## config.mk

```make
export PLATFORM = sky130hd
export DESIGN_NAME = file_footer_size_finder_top_flat
export DESIGN_NICKNAME = d
export VERILOG_FILES = /design/src/rtl/ffsf_pkg.sv /design/src/rtl/ffsf_if.sv /design/src/rtl/ffsf_cfg_regs.sv /design/src/rtl/ffsf_search_core.sv /design/src/rtl/ffsf_result_queue.sv /design/src/rtl/file_footer_size_finder_top.sv /design/src/flat_wrapper.sv
export SDC_FILE = /design/constraint.sdc
export NUM_CORES = 1
export LEC_CHECK = 0
export BUFFER_PORTS_ARGS = -buffer_cell sky130_fd_sc_hd__buf_2
export CAP_MARGIN = 5
export CORE_ASPECT_RATIO = 0.8
export CORE_MARGIN = 5
export CORE_UTILIZATION = 46
export CTS_CLUSTER_SIZE = 25
export DETAILED_ROUTE_END_ITERATION = 12
export GPL_TIMING_DRIVEN = 0
export PLACE_DENSITY = 0.63
export SETUP_SLACK_MARGIN = 0.5
export SYNTH_ARGS = -nofsm -noshare
export SYNTH_HDL_FRONTEND = slang
export SYNTH_SLANG_ARGS = --single-unit
```

## constraint.sdc

```tcl
create_clock -name clk -period 14.91 [get_ports clk]
set_clock_uncertainty 0.05 [all_clocks]
set_input_delay 0 -clock clk [delete_from_list [all_inputs] [get_ports clk]]
set_output_delay 0 -clock clk [all_outputs]
set_load 0.03 [all_outputs]
```

## src/rtl/ffsf_pkg.sv

```systemverilog
`timescale 1ns / 1ps
// ----------------------------------------------------------------------------
// ffsf_pkg: shared types and constants for the footer size finder
// Widths, end marker patterns, default sizes and register indexes.
// ----------------------------------------------------------------------------
package ffsf_pkg;

  // widths
  localparam int POSITION_BITS = 28;
  localparam int SIZE_BITS     = 28;
  localparam int LIMIT_BITS    = 28;
  localparam int CMP_BITS      = ((POSITION_BITS > SIZE_BITS) ? POSITION_BITS : SIZE_BITS) + 2;

  localparam logic [POSITION_BITS-1:0] POS_MAX  = {POSITION_BITS{1'b1}};
  localparam logic [SIZE_BITS-1:0]     SIZE_MAX = {SIZE_BITS{1'b1}};

  // default sizes when no end marker is seen
  localparam logic [SIZE_BITS-1:0] DEF_JPEG  = SIZE_BITS'(1024 * 1024);
  localparam logic [SIZE_BITS-1:0] DEF_PNG   = SIZE_BITS'(512 * 1024);
  localparam logic [SIZE_BITS-1:0] DEF_PDF   = SIZE_BITS'(2 * 1024 * 1024);
  localparam logic [SIZE_BITS-1:0] DEF_ZIP   = SIZE_BITS'(5 * 1024 * 1024);
  localparam logic [SIZE_BITS-1:0] DEF_OTHER = SIZE_BITS'(1024 * 1024);

  // register reset values
  localparam logic [LIMIT_BITS-1:0] RST_JPEG_LIMIT = LIMIT_BITS'(52428800);
  localparam logic [LIMIT_BITS-1:0] RST_PNG_LIMIT  = LIMIT_BITS'(20971520);
  localparam logic [LIMIT_BITS-1:0] RST_PDF_LIMIT  = LIMIT_BITS'(104857600);
  localparam logic [LIMIT_BITS-1:0] RST_ZIP_LIMIT  = LIMIT_BITS'(209715200);

  // marker patterns
  localparam logic [7:0]  JPEG_EOI_LEAD = 8'hFF;
  localparam logic [7:0]  JPEG_EOI_TAIL = 8'hD9;
  localparam logic [15:0] PNG_SIG_HEAD  = 16'h8950;
  localparam logic [31:0] PNG_IEND      = 32'h49454E44;  // "IEND"
  localparam logic [31:0] PDF_EOF_HEAD  = 32'h2525454F;  // "%%EO"
  localparam logic [7:0]  PDF_EOF_TAIL  = 8'h46;         // "F"
  localparam logic [31:0] ZIP_EOCD      = 32'h504B0506;

  // file type codes; codes above TYPE_OTHER act as other
  typedef enum logic [2:0] {
    TYPE_JPEG  = 3'd0,
    TYPE_PNG   = 3'd1,
    TYPE_PDF   = 3'd2,
    TYPE_ZIP   = 3'd3,
    TYPE_OTHER = 3'd4
  } ffsf_type_t;

  // configuration register indexes
  typedef enum logic [1:0] {
    REG_JPEG_LIMIT = 2'd0,
    REG_PNG_LIMIT  = 2'd1,
    REG_PDF_LIMIT  = 2'd2,
    REG_ZIP_LIMIT  = 2'd3
  } ffsf_reg_t;

  typedef struct packed {
    logic [LIMIT_BITS-1:0] jpeg;
    logic [LIMIT_BITS-1:0] png;
    logic [LIMIT_BITS-1:0] pdf;
    logic [LIMIT_BITS-1:0] zip;
  } ffsf_limits_t;

  typedef struct packed {
    logic [SIZE_BITS-1:0] file_size;
    logic                 marker_found;
  } ffsf_result_t;

  // result handed from the search core to the result queue
  typedef struct packed {
    logic         push;
    ffsf_result_t result;
  } ffsf_core_out_t;

  function automatic logic [SIZE_BITS-1:0] type_default(input logic [2:0] t);
    logic [SIZE_BITS-1:0] d;
    case (t)
      TYPE_JPEG: d = DEF_JPEG;
      TYPE_PNG:  d = DEF_PNG;
      TYPE_PDF:  d = DEF_PDF;
      TYPE_ZIP:  d = DEF_ZIP;
      default:   d = DEF_OTHER;
    endcase
    return d;
  endfunction

endpackage

```

## src/rtl/ffsf_if.sv

```systemverilog
`timescale 1ns / 1ps
// ----------------------------------------------------------------------------
// ffsf_if: stream channels of the footer size finder
// Byte input channel and size result channel, valid/ready handshake.
// ----------------------------------------------------------------------------
interface ffsf_in_if;
  logic       valid;
  logic       ready;
  logic [7:0] data_byte;
  logic       first_byte;
  logic [2:0] file_type;
  logic       stream_end;

  modport source (output valid, data_byte, first_byte, file_type, stream_end, input ready);
  modport sink   (input valid, data_byte, first_byte, file_type, stream_end, output ready);
endinterface

interface ffsf_out_if import ffsf_pkg::*; ();
  logic                 valid;
  logic                 ready;
  logic [SIZE_BITS-1:0] file_size;
  logic                 marker_found;

  modport source (output valid, file_size, marker_found, input ready);
  modport sink   (input valid, file_size, marker_found, output ready);
endinterface

```

## src/rtl/ffsf_cfg_regs.sv

```systemverilog
`timescale 1ns / 1ps
// ----------------------------------------------------------------------------
// ffsf_cfg_regs: search limit registers
// Four write-only limit registers loaded through the configuration port.
// ----------------------------------------------------------------------------
module ffsf_cfg_regs import ffsf_pkg::*; (
  input  logic                  clk,
  input  logic                  rst,
  input  logic                  cfg_write_en,
  input  logic [1:0]            cfg_index,
  input  logic [LIMIT_BITS-1:0] cfg_data,
  output ffsf_limits_t          limits
);

  ffsf_limits_t limits_q;

  // register writes
  always_ff @(posedge clk) begin
    if (rst) begin
      limits_q.jpeg <= RST_JPEG_LIMIT;
      limits_q.png  <= RST_PNG_LIMIT;
      limits_q.pdf  <= RST_PDF_LIMIT;
      limits_q.zip  <= RST_ZIP_LIMIT;
    end else if (cfg_write_en) begin
      case (cfg_index)
        REG_JPEG_LIMIT: limits_q.jpeg <= cfg_data;
        REG_PNG_LIMIT:  limits_q.png  <= cfg_data;
        REG_PDF_LIMIT:  limits_q.pdf  <= cfg_data;
        REG_ZIP_LIMIT:  limits_q.zip  <= cfg_data;
        default: ;
      endcase
    end
  end

  assign limits = limits_q;

endmodule

```

## src/rtl/ffsf_search_core.sv

```systemverilog
`timescale 1ns / 1ps
// ----------------------------------------------------------------------------
// ffsf_search_core: per-byte footer match
// Holds byte position, four-byte window and search state; matches each
// accepted byte against the end marker of the active type combinationally.
// ----------------------------------------------------------------------------
module ffsf_search_core import ffsf_pkg::*; (
  input  logic           clk,
  input  logic           rst,
  input  logic           in_fire,
  input  logic [7:0]     data_byte,
  input  logic           first_byte,
  input  logic [2:0]     file_type,
  input  logic           stream_end,
  input  ffsf_limits_t   limits,
  output ffsf_core_out_t core_out
);

  logic [POSITION_BITS-1:0] byte_position, byte_position_next;
  logic [31:0]              recent_bytes, recent_bytes_next;
  logic [2:0]               active_type, active_type_next;
  logic                     search_done, search_done_next;
  logic                     awaiting_comment_length, awaiting_comment_length_next;
  logic [POSITION_BITS-1:0] marker_position, marker_position_next;
  logic [7:0]               comment_length_low, comment_length_low_next;

  // view of the state with a restart folded in
  logic [POSITION_BITS-1:0] cur_pos;
  logic [31:0]              cur_recent;
  logic [2:0]               cur_type;
  logic                     cur_done;
  logic                     cur_await;
  logic [POSITION_BITS-1:0] cur_mpos;
  logic [7:0]               cur_clow;

  logic [31:0]         window;
  logic [CMP_BITS-1:0] p_ext, mpos_ext, size_ext;
  logic [CMP_BITS-1:0] jl_ext, pl_ext, dl_ext, zl_ext;
  logic                have, found, active;
  logic                await_n;
  logic [POSITION_BITS-1:0] mpos_n;
  logic [7:0]          clow_n;
  logic [SIZE_BITS-1:0] size_out;

  // restart on first byte
  always_comb begin
    if (first_byte) begin
      cur_pos    = '0;
      cur_recent = '0;
      cur_type   = file_type;
      cur_done   = 1'b0;
      cur_await  = 1'b0;
      cur_mpos   = '0;
      cur_clow   = '0;
    end else begin
      cur_pos    = byte_position;
      cur_recent = recent_bytes;
      cur_type   = active_type;
      cur_done   = search_done;
      cur_await  = awaiting_comment_length;
      cur_mpos   = marker_position;
      cur_clow   = comment_length_low;
    end
  end

  assign window   = {cur_recent[23:0], data_byte};
  assign p_ext    = CMP_BITS'(cur_pos);
  assign mpos_ext = CMP_BITS'(cur_mpos);
  assign jl_ext   = CMP_BITS'(limits.jpeg);
  assign pl_ext   = CMP_BITS'(limits.png);
  assign dl_ext   = CMP_BITS'(limits.pdf);
  assign zl_ext   = CMP_BITS'(limits.zip);

  // marker match and limit check for the active type
  always_comb begin
    have     = 1'b0;
    found    = 1'b0;
    size_ext = '0;
    await_n  = cur_await;
    mpos_n   = cur_mpos;
    clow_n   = cur_clow;
    case (cur_type)
      TYPE_JPEG: begin
        if (p_ext >= CMP_BITS'(3) && cur_recent[7:0] == JPEG_EOI_LEAD &&
            data_byte == JPEG_EOI_TAIL && (p_ext - CMP_BITS'(1)) < jl_ext) begin
          have     = 1'b1;
          found    = 1'b1;
          size_ext = p_ext + CMP_BITS'(1);
        end else if (p_ext + CMP_BITS'(1) >= jl_ext + CMP_BITS'(2)) begin
          have = 1'b1;
        end
      end
      TYPE_PNG: begin
        if (p_ext == CMP_BITS'(1) && window[15:0] != PNG_SIG_HEAD) begin
          have = 1'b1;
        end else if (p_ext >= CMP_BITS'(11) && window == PNG_IEND &&
                     (p_ext - CMP_BITS'(3)) < pl_ext) begin
          have     = 1'b1;
          found    = 1'b1;
          size_ext = p_ext + CMP_BITS'(5);
        end else if (p_ext + CMP_BITS'(1) >= pl_ext + CMP_BITS'(4)) begin
          have = 1'b1;
        end
      end
      TYPE_PDF: begin
        if (p_ext >= CMP_BITS'(9) && cur_recent == PDF_EOF_HEAD &&
            data_byte == PDF_EOF_TAIL && (p_ext - CMP_BITS'(4)) < dl_ext) begin
          have     = 1'b1;
          found    = 1'b1;
          size_ext = p_ext + CMP_BITS'(1);
        end else if (p_ext + CMP_BITS'(1) >= dl_ext + CMP_BITS'(5)) begin
          have = 1'b1;
        end
      end
      TYPE_ZIP: begin
        if (cur_await) begin
          // comment length follows the end record, low byte first
          if (p_ext == mpos_ext + CMP_BITS'(20)) begin
            clow_n = data_byte;
          end else if (p_ext == mpos_ext + CMP_BITS'(21)) begin
            have     = 1'b1;
            found    = 1'b1;
            size_ext = mpos_ext + CMP_BITS'(22) + CMP_BITS'({data_byte, cur_clow});
          end
        end else if (p_ext >= CMP_BITS'(7) && window == ZIP_EOCD &&
                     (p_ext - CMP_BITS'(3)) < zl_ext) begin
          await_n = 1'b1;
          mpos_n  = cur_pos - POSITION_BITS'(3);
        end else if (p_ext + CMP_BITS'(1) >= zl_ext + CMP_BITS'(4)) begin
          have = 1'b1;
        end
      end
      default: begin
        have = 1'b1;
      end
    endcase
    // end of stream or position ceiling closes an open search
    if (!have && (stream_end || cur_pos == POS_MAX)) begin
      have = 1'b1;
    end
  end

  // result size with saturation
  always_comb begin
    if (!found) begin
      size_out = type_default(cur_type);
    end else if (size_ext > CMP_BITS'(SIZE_MAX)) begin
      size_out = SIZE_MAX;
    end else begin
      size_out = size_ext[SIZE_BITS-1:0];
    end
  end

  assign active = in_fire && !cur_done;

  // next state
  always_comb begin
    byte_position_next           = byte_position;
    recent_bytes_next            = recent_bytes;
    active_type_next             = active_type;
    search_done_next             = search_done;
    awaiting_comment_length_next = awaiting_comment_length;
    marker_position_next         = marker_position;
    comment_length_low_next      = comment_length_low;
    if (active) begin
      byte_position_next           = (cur_pos < POS_MAX) ? cur_pos + POSITION_BITS'(1) : cur_pos;
      recent_bytes_next            = window;
      active_type_next             = cur_type;
      search_done_next             = have;
      awaiting_comment_length_next = have ? 1'b0 : await_n;
      marker_position_next         = mpos_n;
      comment_length_low_next      = clow_n;
    end
  end

  // state registers
  always_ff @(posedge clk) begin
    if (rst) begin
      byte_position           <= '0;
      recent_bytes            <= '0;
      active_type             <= '0;
      search_done             <= 1'b1;
      awaiting_comment_length <= 1'b0;
      marker_position         <= '0;
      comment_length_low      <= '0;
    end else begin
      byte_position           <= byte_position_next;
      recent_bytes            <= recent_bytes_next;
      active_type             <= active_type_next;
      search_done             <= search_done_next;
      awaiting_comment_length <= awaiting_comment_length_next;
      marker_position         <= marker_position_next;
      comment_length_low      <= comment_length_low_next;
    end
  end

  assign core_out.push                = active && have;
  assign core_out.result.file_size    = size_out;
  assign core_out.result.marker_found = found;

endmodule

```

## src/rtl/ffsf_result_queue.sv

```systemverilog
`timescale 1ns / 1ps
// ----------------------------------------------------------------------------
// ffsf_result_queue: two-entry result buffer
// Output register plus skid entry so a waiting result does not stall input.
// ----------------------------------------------------------------------------
module ffsf_result_queue import ffsf_pkg::*; (
  input  logic           clk,
  input  logic           rst,
  input  ffsf_core_out_t core_out,
  output logic           has_room,
  output logic           out_valid,
  input  logic           out_ready,
  output ffsf_result_t   out_word
);

  logic [1:0]   count, count_next;
  ffsf_result_t slot0, slot0_next;
  ffsf_result_t slot1, slot1_next;
  logic         push, pop;

  assign push      = core_out.push;
  assign out_valid = (count != 2'd0);
  assign pop       = out_valid && out_ready;
  assign has_room  = (count != 2'd2);
  assign out_word  = slot0;

  // queue update
  always_comb begin
    count_next = count;
    slot0_next = slot0;
    slot1_next = slot1;
    case (count)
      2'd0: begin
        if (push) begin
          slot0_next = core_out.result;
          count_next = 2'd1;
        end
      end
      2'd1: begin
        if (push && pop) begin
          slot0_next = core_out.result;
        end else if (push) begin
          slot1_next = core_out.result;
          count_next = 2'd2;
        end else if (pop) begin
          count_next = 2'd0;
        end
      end
      2'd2: begin
        if (pop) begin
          slot0_next = slot1;
          count_next = 2'd1;
        end
      end
      default: count_next = 2'd0;
    endcase
  end

  // fill count
  always_ff @(posedge clk) begin
    if (rst) begin
      count <= 2'd0;
    end else begin
      count <= count_next;
    end
  end

  // payload
  always_ff @(posedge clk) begin
    slot0 <= slot0_next;
    slot1 <= slot1_next;
  end

  a_count_range: assert property (@(posedge clk) disable iff (rst)
    count != 2'd3)
    else $error("result queue count out of range");

  a_no_push_full: assert property (@(posedge clk) disable iff (rst)
    !(push && count == 2'd2))
    else $error("result pushed into full queue");

  a_skid_moves_up: assert property (@(posedge clk) disable iff (rst)
    (count == 2'd2 && pop) |=> (count == 2'd1 && slot0 == $past(slot1)))
    else $error("skid entry not promoted after pop");

  a_push_lands: assert property (@(posedge clk) disable iff (rst)
    (push && count == 2'd0) |=> (out_valid && out_word == $past(core_out.result)))
    else $error("pushed result not presented");

endmodule

```

## src/rtl/file_footer_size_finder_top.sv

```systemverilog
`timescale 1ns / 1ps
// ----------------------------------------------------------------------------
// file_footer_size_finder_top: end-of-file search for carved candidate files
// Scans the bytes of one candidate file and reports its size once.
// ----------------------------------------------------------------------------
// Takes one byte per clock cycle, with no gaps needed between bytes or between
// files: each byte is matched against the end marker of its file type in the
// cycle it is accepted, and the result word of the byte that settles it is
// registered in a two-entry queue (output register plus skid entry); the byte
// input stalls only while both entries are held by an unread output. A byte
// with first_byte set starts a new search and samples file_type; bytes
// outside an open search are dropped. The user must write limits through the
// configuration port only while no search is in flight, unchecked by the block.
module file_footer_size_finder_top import ffsf_pkg::*; (
  input  logic                  clk,
  input  logic                  rst,
  ffsf_in_if.sink               in_ch,
  ffsf_out_if.source            out_ch,
  input  logic                  cfg_write_en,
  input  logic [1:0]            cfg_index,
  input  logic [LIMIT_BITS-1:0] cfg_data
);

  ffsf_limits_t   limits;
  ffsf_core_out_t core_out;
  ffsf_result_t   out_word;
  logic           has_room;
  logic           in_fire;

  assign in_ch.ready = has_room;
  assign in_fire     = in_ch.valid && has_room;

  // limit registers
  ffsf_cfg_regs u_cfg (
    .clk          (clk),
    .rst          (rst),
    .cfg_write_en (cfg_write_en),
    .cfg_index    (cfg_index),
    .cfg_data     (cfg_data),
    .limits       (limits)
  );

  // byte matching
  ffsf_search_core u_core (
    .clk        (clk),
    .rst        (rst),
    .in_fire    (in_fire),
    .data_byte  (in_ch.data_byte),
    .first_byte (in_ch.first_byte),
    .file_type  (in_ch.file_type),
    .stream_end (in_ch.stream_end),
    .limits     (limits),
    .core_out   (core_out)
  );

  // result buffering
  ffsf_result_queue u_queue (
    .clk       (clk),
    .rst       (rst),
    .core_out  (core_out),
    .has_room  (has_room),
    .out_valid (out_ch.valid),
    .out_ready (out_ch.ready),
    .out_word  (out_word)
  );

  assign out_ch.file_size    = out_word.file_size;
  assign out_ch.marker_found = out_word.marker_found;

endmodule

```

## src/flat_wrapper.sv

```systemverilog
// flat-port wrapper written by rule: the top's interface ports become plain ports
module file_footer_size_finder_top_flat import ffsf_pkg::*;
  (clk, rst, cfg_write_en, cfg_index, cfg_data, in_ch_valid, in_ch_data_byte, in_ch_first_byte, in_ch_file_type, in_ch_stream_end, in_ch_ready, out_ch_valid, out_ch_file_size, out_ch_marker_found, out_ch_ready);
  ffsf_in_if in_ch_i ();
  ffsf_out_if out_ch_i ();
  input  logic clk;
  input  logic rst;
  input  logic cfg_write_en;
  input  logic [1:0] cfg_index;
  input  logic [LIMIT_BITS-1:0] cfg_data;
  input wire logic [$bits(in_ch_i.valid)-1:0] in_ch_valid;
  input wire logic [$bits(in_ch_i.data_byte)-1:0] in_ch_data_byte;
  input wire logic [$bits(in_ch_i.first_byte)-1:0] in_ch_first_byte;
  input wire logic [$bits(in_ch_i.file_type)-1:0] in_ch_file_type;
  input wire logic [$bits(in_ch_i.stream_end)-1:0] in_ch_stream_end;
  output wire logic [$bits(in_ch_i.ready)-1:0] in_ch_ready;
  output wire logic [$bits(out_ch_i.valid)-1:0] out_ch_valid;
  output wire logic [$bits(out_ch_i.file_size)-1:0] out_ch_file_size;
  output wire logic [$bits(out_ch_i.marker_found)-1:0] out_ch_marker_found;
  input wire logic [$bits(out_ch_i.ready)-1:0] out_ch_ready;
  assign in_ch_i.valid = in_ch_valid;
  assign in_ch_i.data_byte = in_ch_data_byte;
  assign in_ch_i.first_byte = in_ch_first_byte;
  assign in_ch_i.file_type = in_ch_file_type;
  assign in_ch_i.stream_end = in_ch_stream_end;
  assign in_ch_ready = in_ch_i.ready;
  assign out_ch_valid = out_ch_i.valid;
  assign out_ch_file_size = out_ch_i.file_size;
  assign out_ch_marker_found = out_ch_i.marker_found;
  assign out_ch_i.ready = out_ch_ready;
  file_footer_size_finder_top u_core (.clk(clk), .rst(rst), .in_ch(in_ch_i), .out_ch(out_ch_i), .cfg_write_en(cfg_write_en), .cfg_index(cfg_index), .cfg_data(cfg_data));
endmodule
```

==> results of run 1 <==
==> final cells by class <==
class | instances | area (µm²)
fill | 5109 | 24600
timing repair buffer | 125 | 858
inverter | 158 | 593
tap | 684 | 856
clock inverter | 17 | 144
antenna | 2 | 5.00
clock buffer | 41 | 887
buffer | 166 | 729
multi-input combinational | 2478 | 16400
sequential | 273 | 6050
==> flip-flops by register name, indices dropped and copies added (netlist names) <==
| register | count |
|---|---|
| u_core.u_queue.out_word | 29 |
| u_core.u_core.byte_position | 28 |
| u_core.u_queue.slot1 | 29 |
| u_core.u_core.marker_position | 28 |
| u_core.u_core.awaiting_comment_length | 1 |
| u_core.u_queue.count | 2 |
| u_core.u_core.search_done | 1 |
| u_core.u_cfg.limits | 112 |
| u_core.u_core.comment_length_low | 8 |
| u_core.u_core.recent_bytes | 32 |
| u_core.u_core.active_type | 3 |
==> logic make-up after synthesis <==
kind of cell    count (synthesis)  share of synthesized area [%]
flops                         273                           25.5
compound gates                656                           17.9
mux                            36                           1.64
simple gates                 1270                           26.2
xor+xnor                      250                           9.22
buf+inv                       324                           5.57
fa+ha+maj                     266                           14.0
==> stage by stage <==
stage                     cells  instance area [µm²]
final                      3944                26500
after global routing       3942                26500
after CTS                  3941                26500
after detailed placement   3839                25000
after global placement     3836                25000
after floorplan            3075                23800
==> where the power goes <==
part | internal [µW] | switching (µW)
combinational | 201 | 410
sequential | 777 | 20.8
clock | 446 | 371
==> cells in the mapped netlist (all sizes together), types with 27 or more instances <==
library cell,count,share of area (%)
a211o,27,1.0
a21o,31,0.98
a21oi,251,5.3
a22oi,36,1.1
and3,44,1.2
buf,40,1.1
clkbuf,126,2.0
dfxtp,215,18
edfxtp,58,7.3
ha,265,14
inv,157,2.5
nand2,438,6.9
nand3,104,2.2
nand4,70,1.9
nor2,284,4.6
nor2b,52,1.4
nor3,93,2.0
nor4,35,1.1
o21ai,96,2.0
o22ai,27,0.71
xnor2,207,7.6
xor2,43,1.6
==> final timing paths <==
check / from / to / slack [ps] / cells after the start
worst max-delay path: in_ch_first_byte / u_core.u_queue.slot1[2]$_DFFE_PP_ / 3020 / 32
worst min-delay path: cfg_write_en / u_core.u_cfg.limits[29]$_SDFFE_PP0P_ / 30 / 5
worst max register to register: u_core.u_core.byte_position[0]$_SDFFE_PP0P_ / u_core.u_queue.slot1[2]$_DFFE_PP_ / 5650 / 20
worst min register to register: u_core.u_cfg.limits[82]$_SDFFE_PP0P_ / u_core.u_cfg.limits[82]$_SDFFE_PP0P_ / 400 / 2
==> worst register-to-register path: cells and delay by family, from the launching register on <==
family	cells	cell delay, ps
simple gates	9	3630
flops	1	380
xor+xnor	1	890
fa+ha+maj	2	850
compound gates	3	1200
buf+inv	5	1940
==> metal layers <==
layer	global-route usage [%]	vias up	part of all wire [%]
met5	1.60	-	0.13
met4	11.8	4	3.6
met3	10.9	184	13
met2	49.7	1454	37
met1	56.5	12100	46
li1	-	11300	-
==> impl_summary.md, run 1 <==
Layout
The fraction of final layout cells sized beyond drive strength 1 is 7.12%. The post-synthesis to final-layout area growth is 11.7%. The post-layout net count is 3550.

The core utilization of the finished layout is 51.9%. Leaving out fill and tap cells, the most frequent cells in the layout are sky130_fd_sc_hd__nand2_1, sky130_fd_sc_hd__nor2_1, sky130_fd_sc_hd__ha_1, sky130_fd_sc_hd__a21oi_1, sky130_fd_sc_hd__dfxtp_1. The most common cell after layout, fill and taps aside is sky130_fd_sc_hd__nand2_1.

STA
The worst hold-check slack is 35.0 ps. Of the available clock period, the critical path in the final layout requires 79.7%. The worst slew slack as a fraction of its limit is 6.43%.

The final hold violation count is 0. The fmax is 0.0841 GHz. The final period demand of the worst path is 11890 ps.

The number of slew-limit violations in the final report came to 0. The final setup TNS is 0 ps. The post-route worst setup slack is 3020 ps. For the pin with the worst max-slew slack, the measured transition is 1390 ps.

Setup violations remaining at the end of the flow were counted as 0. Setup repair after global routing left no endpoint under its margin.

Worst setup path
The endpoint arrival time on the critical path is 12120 ps. The start-to-end type of the worst setup path is in -> reg. The total buffers and inverters traversed by the critical path is 17. At the worst endpoint, the required time is 15140 ps. The maximum cell stage delay along the critical path is 790 ps. The critical path's most frequent cell is sky130_fd_sc_hd__buf_6.

The cell family contributing the most delay on the critical path is buffers and inverters. Of all nets on the critical path, the largest fanout is 12. The startpoint class of the critical path is an input port.

The slowest stage cell on the critical path is sky130_fd_sc_hd__clkbuf_1. The critical path capture point type is a register.

Synthesis
Counting flops with a built-in enable in the synthesized netlist gives 58. The number of storage elements in the synthesis netlist is 273. Counting flops with an async set or reset pin after synthesis yields a share of 0%.

The share of the yosys chip area belonging to registers is 25.5%. When the netlist entered floorplanning its net count stood at 3389. The prevailing post-synth register cell is sky130_fd_sc_hd__dfxtp_1. Dividing the synthesized area by the synthesized cell count gives 7.72 µm². The number of library cell types mapped by synthesis is 104.

Synthesis produced 3075 cells. The count of yosys warnings during synthesis is 0. Summing every instance area after synthesis gives 23800 µm².

Run status
The run finished with clean final reports.

Die
The core region is 51100 µm². Pin placement for this block handled 79 I/O pins. The placement row count is 74. From left edge to right edge, the die measures 264 µm. The overall die area is 56300 µm². The initial utilization of the core area, before any placement, comes to 46.5%.

From bottom edge to top edge, the die measures 213 µm.

Flow run
Across the run, the number of max-cap violations was 0.

CTS
The post-CTS setup repair buffer count is 0. Gates resized during post-CTS repair numbered 0. After clock tree synthesis, the clock-pin slew on the worst setup and hold paths is 70 ps. TritonCTS built the clock tree. The number of hold-repair buffers added at the cts stage is 44. The clock insertion delay at the later pin of the skew report is 580 ps. The H-tree was split into 2 levels. The total CTS buffers is 34. The clock drives 273 sinks. The number of buffers between clock root and the deepest sink is 3. The CTS root buffer is sky130_fd_sc_hd__clkbuf_16.

Pwr
In this run the static leakage power is 0.0102 µW. Overall power consumption after layout is estimated at 2230 µW. Across the VDD grid, the largest voltage drop is 0.0828 mV. The power density of the placed cells is 83.9 nW/µm².

Hold path
The type of the tightest min-delay check is in -> reg.

Global route
The largest net degree at the start of global routing is 30. The first global-routing pass estimated 156000 µm of wire. Global routing used 37.1% of the available tracks across all layers. The via count of the first global-routing pass is 23.0k. For this run the aggregate overflow at the end of global routing stands at 0. The initial antenna violation count is 3.

Route
The first detailed-routing pass took 6 iterations. The first routing iteration left 3455 violations. The via count normalized by instance count is 6.34. The number of nets still failing antenna checks after routing is 0.

The routed layout has 25.0k vias. After detailed routing, the average wire length per cell comes to 27.6 µm. The final layout contains routed wiring with a total length of 109000 µm. The DRC violations left is 0.

Placement
The congestion estimate from routability-driven global placement came to 1.05. The pre-CTS setup slack is 3580 ps. The number of buffer cells added on primary ports is 77.

Summed over all nets, the half-perimeter wirelength after detailed placement is 87900 µm.
Power figures use the tool's default switching activity.
==> run 2, diff against run 1 <==
==> constraint.sdc (replaced) <==
create_clock -name clk -period 11.3 [get_ports clk]
set_clock_uncertainty 0.05 [all_clocks]
set_input_delay 0 -clock clk [delete_from_list [all_inputs] [get_ports clk]]
set_output_delay 0 -clock clk [all_outputs]
set_load 0.03 [all_outputs]
==> run 2 against run 1 <==
Power rose by 32%. Cell count about the same. Combinational power up 32%. Clock power rose by 32%. Register-to-register slack got worse by 3500 ps. Global-route usage about the same. Hold slack better by 3.8 ps. First-iteration DRC count up 5.1%. Critical path depth down 2. Setup slack got worse by 2800 ps. Clock-buffer cell count did not move. Critical endpoint unchanged. Largest power group unchanged.
==> impl_summary.md, run 2 (synthesized netlist as in run 1, its figures left out) <==
Run status
The run finished with clean final reports.

Hold path
The type of the tightest min-delay check is in -> reg. The worst hold path passes through 5 cells. The endpoint of the worst hold-timing path is u_core.u_cfg.limits[29]$_SDFFE_PP0P_. The worst hold path begins at cfg_write_en.

Pwr
In this run the static leakage power is 0.0103 µW. The power density of the placed cells is 111 nW/µm². IR analysis of the VDD net gives a maximum drop of 0.110 mV.

The total power is 2940 µW.

Worst setup path
The critical path capture point type is a register. The slowest stage cell on the critical path is sky130_fd_sc_hd__nor4_1. The worst setup path is of the in -> reg kind. Counting cells, the worst reg-to-reg path comes to 22. The most numerous cell type found on the critical path is sky130_fd_sc_hd__buf_6. In this run the critical register-to-register path is launched from u_core.u_core.byte_position[0]$_SDFFE_PP0P_. The worst endpoint required time is 11520 ps.

The setup check on the worst reg-to-reg path leaves a slack of 2110 ps. The endpoint of the worst-slack reg-to-reg timing path is u_core.u_queue.count[1]$_SDFFE_PP0P_. Data arrives at the worst endpoint at 11330 ps. Along the worst path, the maximum fanout reaches 12. The startpoint class of the critical path is an input port. The maximum cell stage delay along the critical path is 830 ps.

STA
The worst slew slack as a fraction of its limit is 5.36%. Counting I/O delays and the setup requirement, the final critical path takes 11100 ps. Based on the critical path, the design can be clocked at up to 0.0901 GHz.

The final-report setup violation count is 0. Of the available clock period, the critical path in the final layout requires 98.2%. At the pin with the least slew margin, the transition time is 1410 ps. The number of slew-limit violations in the final report is 0. The final hold violation count is 0. The worst path meets setup with 198 ps of slack. Setup repair after global routing left no endpoint under its margin.

Global route
The initial antenna violation count is 3. The largest net degree at the start of global routing is 30. The first global-routing pass estimated 156000 µm of wire.

The via count of the first global-routing pass is 23.0k. Across every metal layer, demand over resource in global routing totals 37.2%. The aggregate global routing overflow is 0.

CTS
The number of buffers between clock root and the deepest sink is 3. TritonCTS built the clock tree. The total CTS buffers is 34. The number of levels the H-tree was split into is 2. In this run the clock root is driven by a sky130_fd_sc_hd__clkbuf_16. Once the clock tree was built, the setup fixing pass inserted 0 buffers. The clock-pin slew reported for the worst setup and hold paths after clock tree synthesis is 70 ps. The tree built by TritonCTS fans out to 273 sinks.

The clock insertion delay at the later pin of the skew report is 580 ps.

Route
In the final routed layout, each cell accounts on average for 27.7 µm. The detail route stage leaves a number of antenna-violating nets equal to 0. For this run, design rule violations remaining after detail routing come to 0.

Across all layers, the routed design uses 25.2k vias. The first detailed-routing pass took 6 iterations. The violation count after the first detailed-routing iteration is 3632. In the routed layout, each cell is associated on average with a via count of 6.39. The total routed wirelength is 109000 µm.

Die
The placement row count is 74. From bottom edge to top edge, the die measures 213 µm. The effective utilization at floorplan is 46.5%.

The core region is 51100 µm². The floorplan die width is 264 µm. The overall die area is 56300 µm². The total I/O pin count is 79.

Layout
The post-synthesis to final-layout area growth is 11.9%. In the layout the commonest cells are sky130_fd_sc_hd__nand2_1, sky130_fd_sc_hd__nor2_1, sky130_fd_sc_hd__ha_1, sky130_fd_sc_hd__a21oi_1, sky130_fd_sc_hd__dfxtp_1. The fraction of final layout cells sized beyond drive strength 1 is 7.24%. The finished layout holds 3945 standard cells, fillers aside.

At the end of the flow the core is filled with cells to 52.0%. The post-layout net count is 3552. The register with the most flip-flops in the layout has 112 of them. Leaving out fill and tap cells, the most frequent cell in the layout is sky130_fd_sc_hd__nand2_1.

Placement
The final weighted congestion in routability-driven placement is 1.05. The pre-CTS setup slack is -28.0 ps. The number of placed instances, taps included, is 3839. Detailed placement finished with a half-perimeter wire length of 87900 µm. In this run the tool buffered the top-level ports with 77 buffer cells.

Flow run
The max-capacitance violation count is 0.
[run 2: cell types whose count changed in the layout (fill, tap and decap cells not counted), sizes merged]
cell           before  now
buf               121  120
clkdlybuf4s15       0    1
diode               2    1
dlygate4sd3        44   46
[run 2: cell type report]
class / instances / area, µm²
Sequential cell: 273 / 6050
Inverter: 158 / 593
Timing Repair Buffer: 127 / 878
Clock buffer: 41 / 887
Clock inverter: 17 / 144
Fill cell: 5109 / 24500
Multi-Input combinational cell: 2478 / 16400
Tap cell: 684 / 856
Antenna cell: 1 / 2.50
Buffer: 166 / 737
[run 2: worst max-delay path by stage]
| stage | startpoint | to |
|---|---|---|
| detailed placement | in_ch_first_byte | u_core.u_queue.slot1[2]$_DFFE_PP_ |
| global route | in_ch_first_byte | u_core.u_queue.slot1[2]$_DFFE_PP_ |
| global placement | in_ch_first_byte | u_core.u_queue.slot1[1]$_DFFE_PP_ |
| finish | in_ch_first_byte | u_core.u_queue.slot1[2]$_DFFE_PP_ |
| CTS | in_ch_first_byte | u_core.u_queue.slot1[2]$_DFFE_PP_ |
| floorplan | in_ch_first_byte | u_core.u_queue.out_word[0]$_DFFE_PP_ |
[run 2: routing by layer]
metal / share of wire [%] / up-vias / GRT usage [%]
met3: 13 / 208 / 10.9
met1: 46 / 12100 / 56.5
met5: 0.13 / - / 1.60
met4: 3.7 / 4 / 11.9
met2: 37 / 1581 / 49.7
li1: - / 11300 / -
[run 2: repair_timing]
action | CTS | global route
endpoints found under the hold margin | 143 | 0
hold buffers | 46 | 0
setup endpoints to repair | 0 | 55
gates resized for setup | 0 | 6
[run 2: through the flow]
| stage | setup TNS, ps | hold slack, ps | instance area (µm²) |
|---|---|---|---|
| 6_report | 0 | 38.8 | 26600 |
| 5_1_grt | 0 | 86.8 | 26600 |
| 4_1_cts | 0 | 3.94 | 26500 |
| 3_5_place_dp | -323 | 235 | 25000 |
| 3_3_place_gp | -129520 | 208 | 25000 |
| 2_1_floorplan | 0 | 67.8 | 23800 |
[run 2: power breakdown]
part / switching [µW] / internal (µW) / leakage (µW)
logic: 543 / 265 / 0.00743
registers: 27.5 / 1020 / 0.00234
clock network: 490 / 589 / 0.000497
total: 1060 / 1880 / 0.0103
[run 2: critical path, delay by kind of cell]
kind	cells	cell delay, ps
fa+ha+maj	2	900
compound gates	3	1210
buf+inv	18	6200
simple gates	7	2920
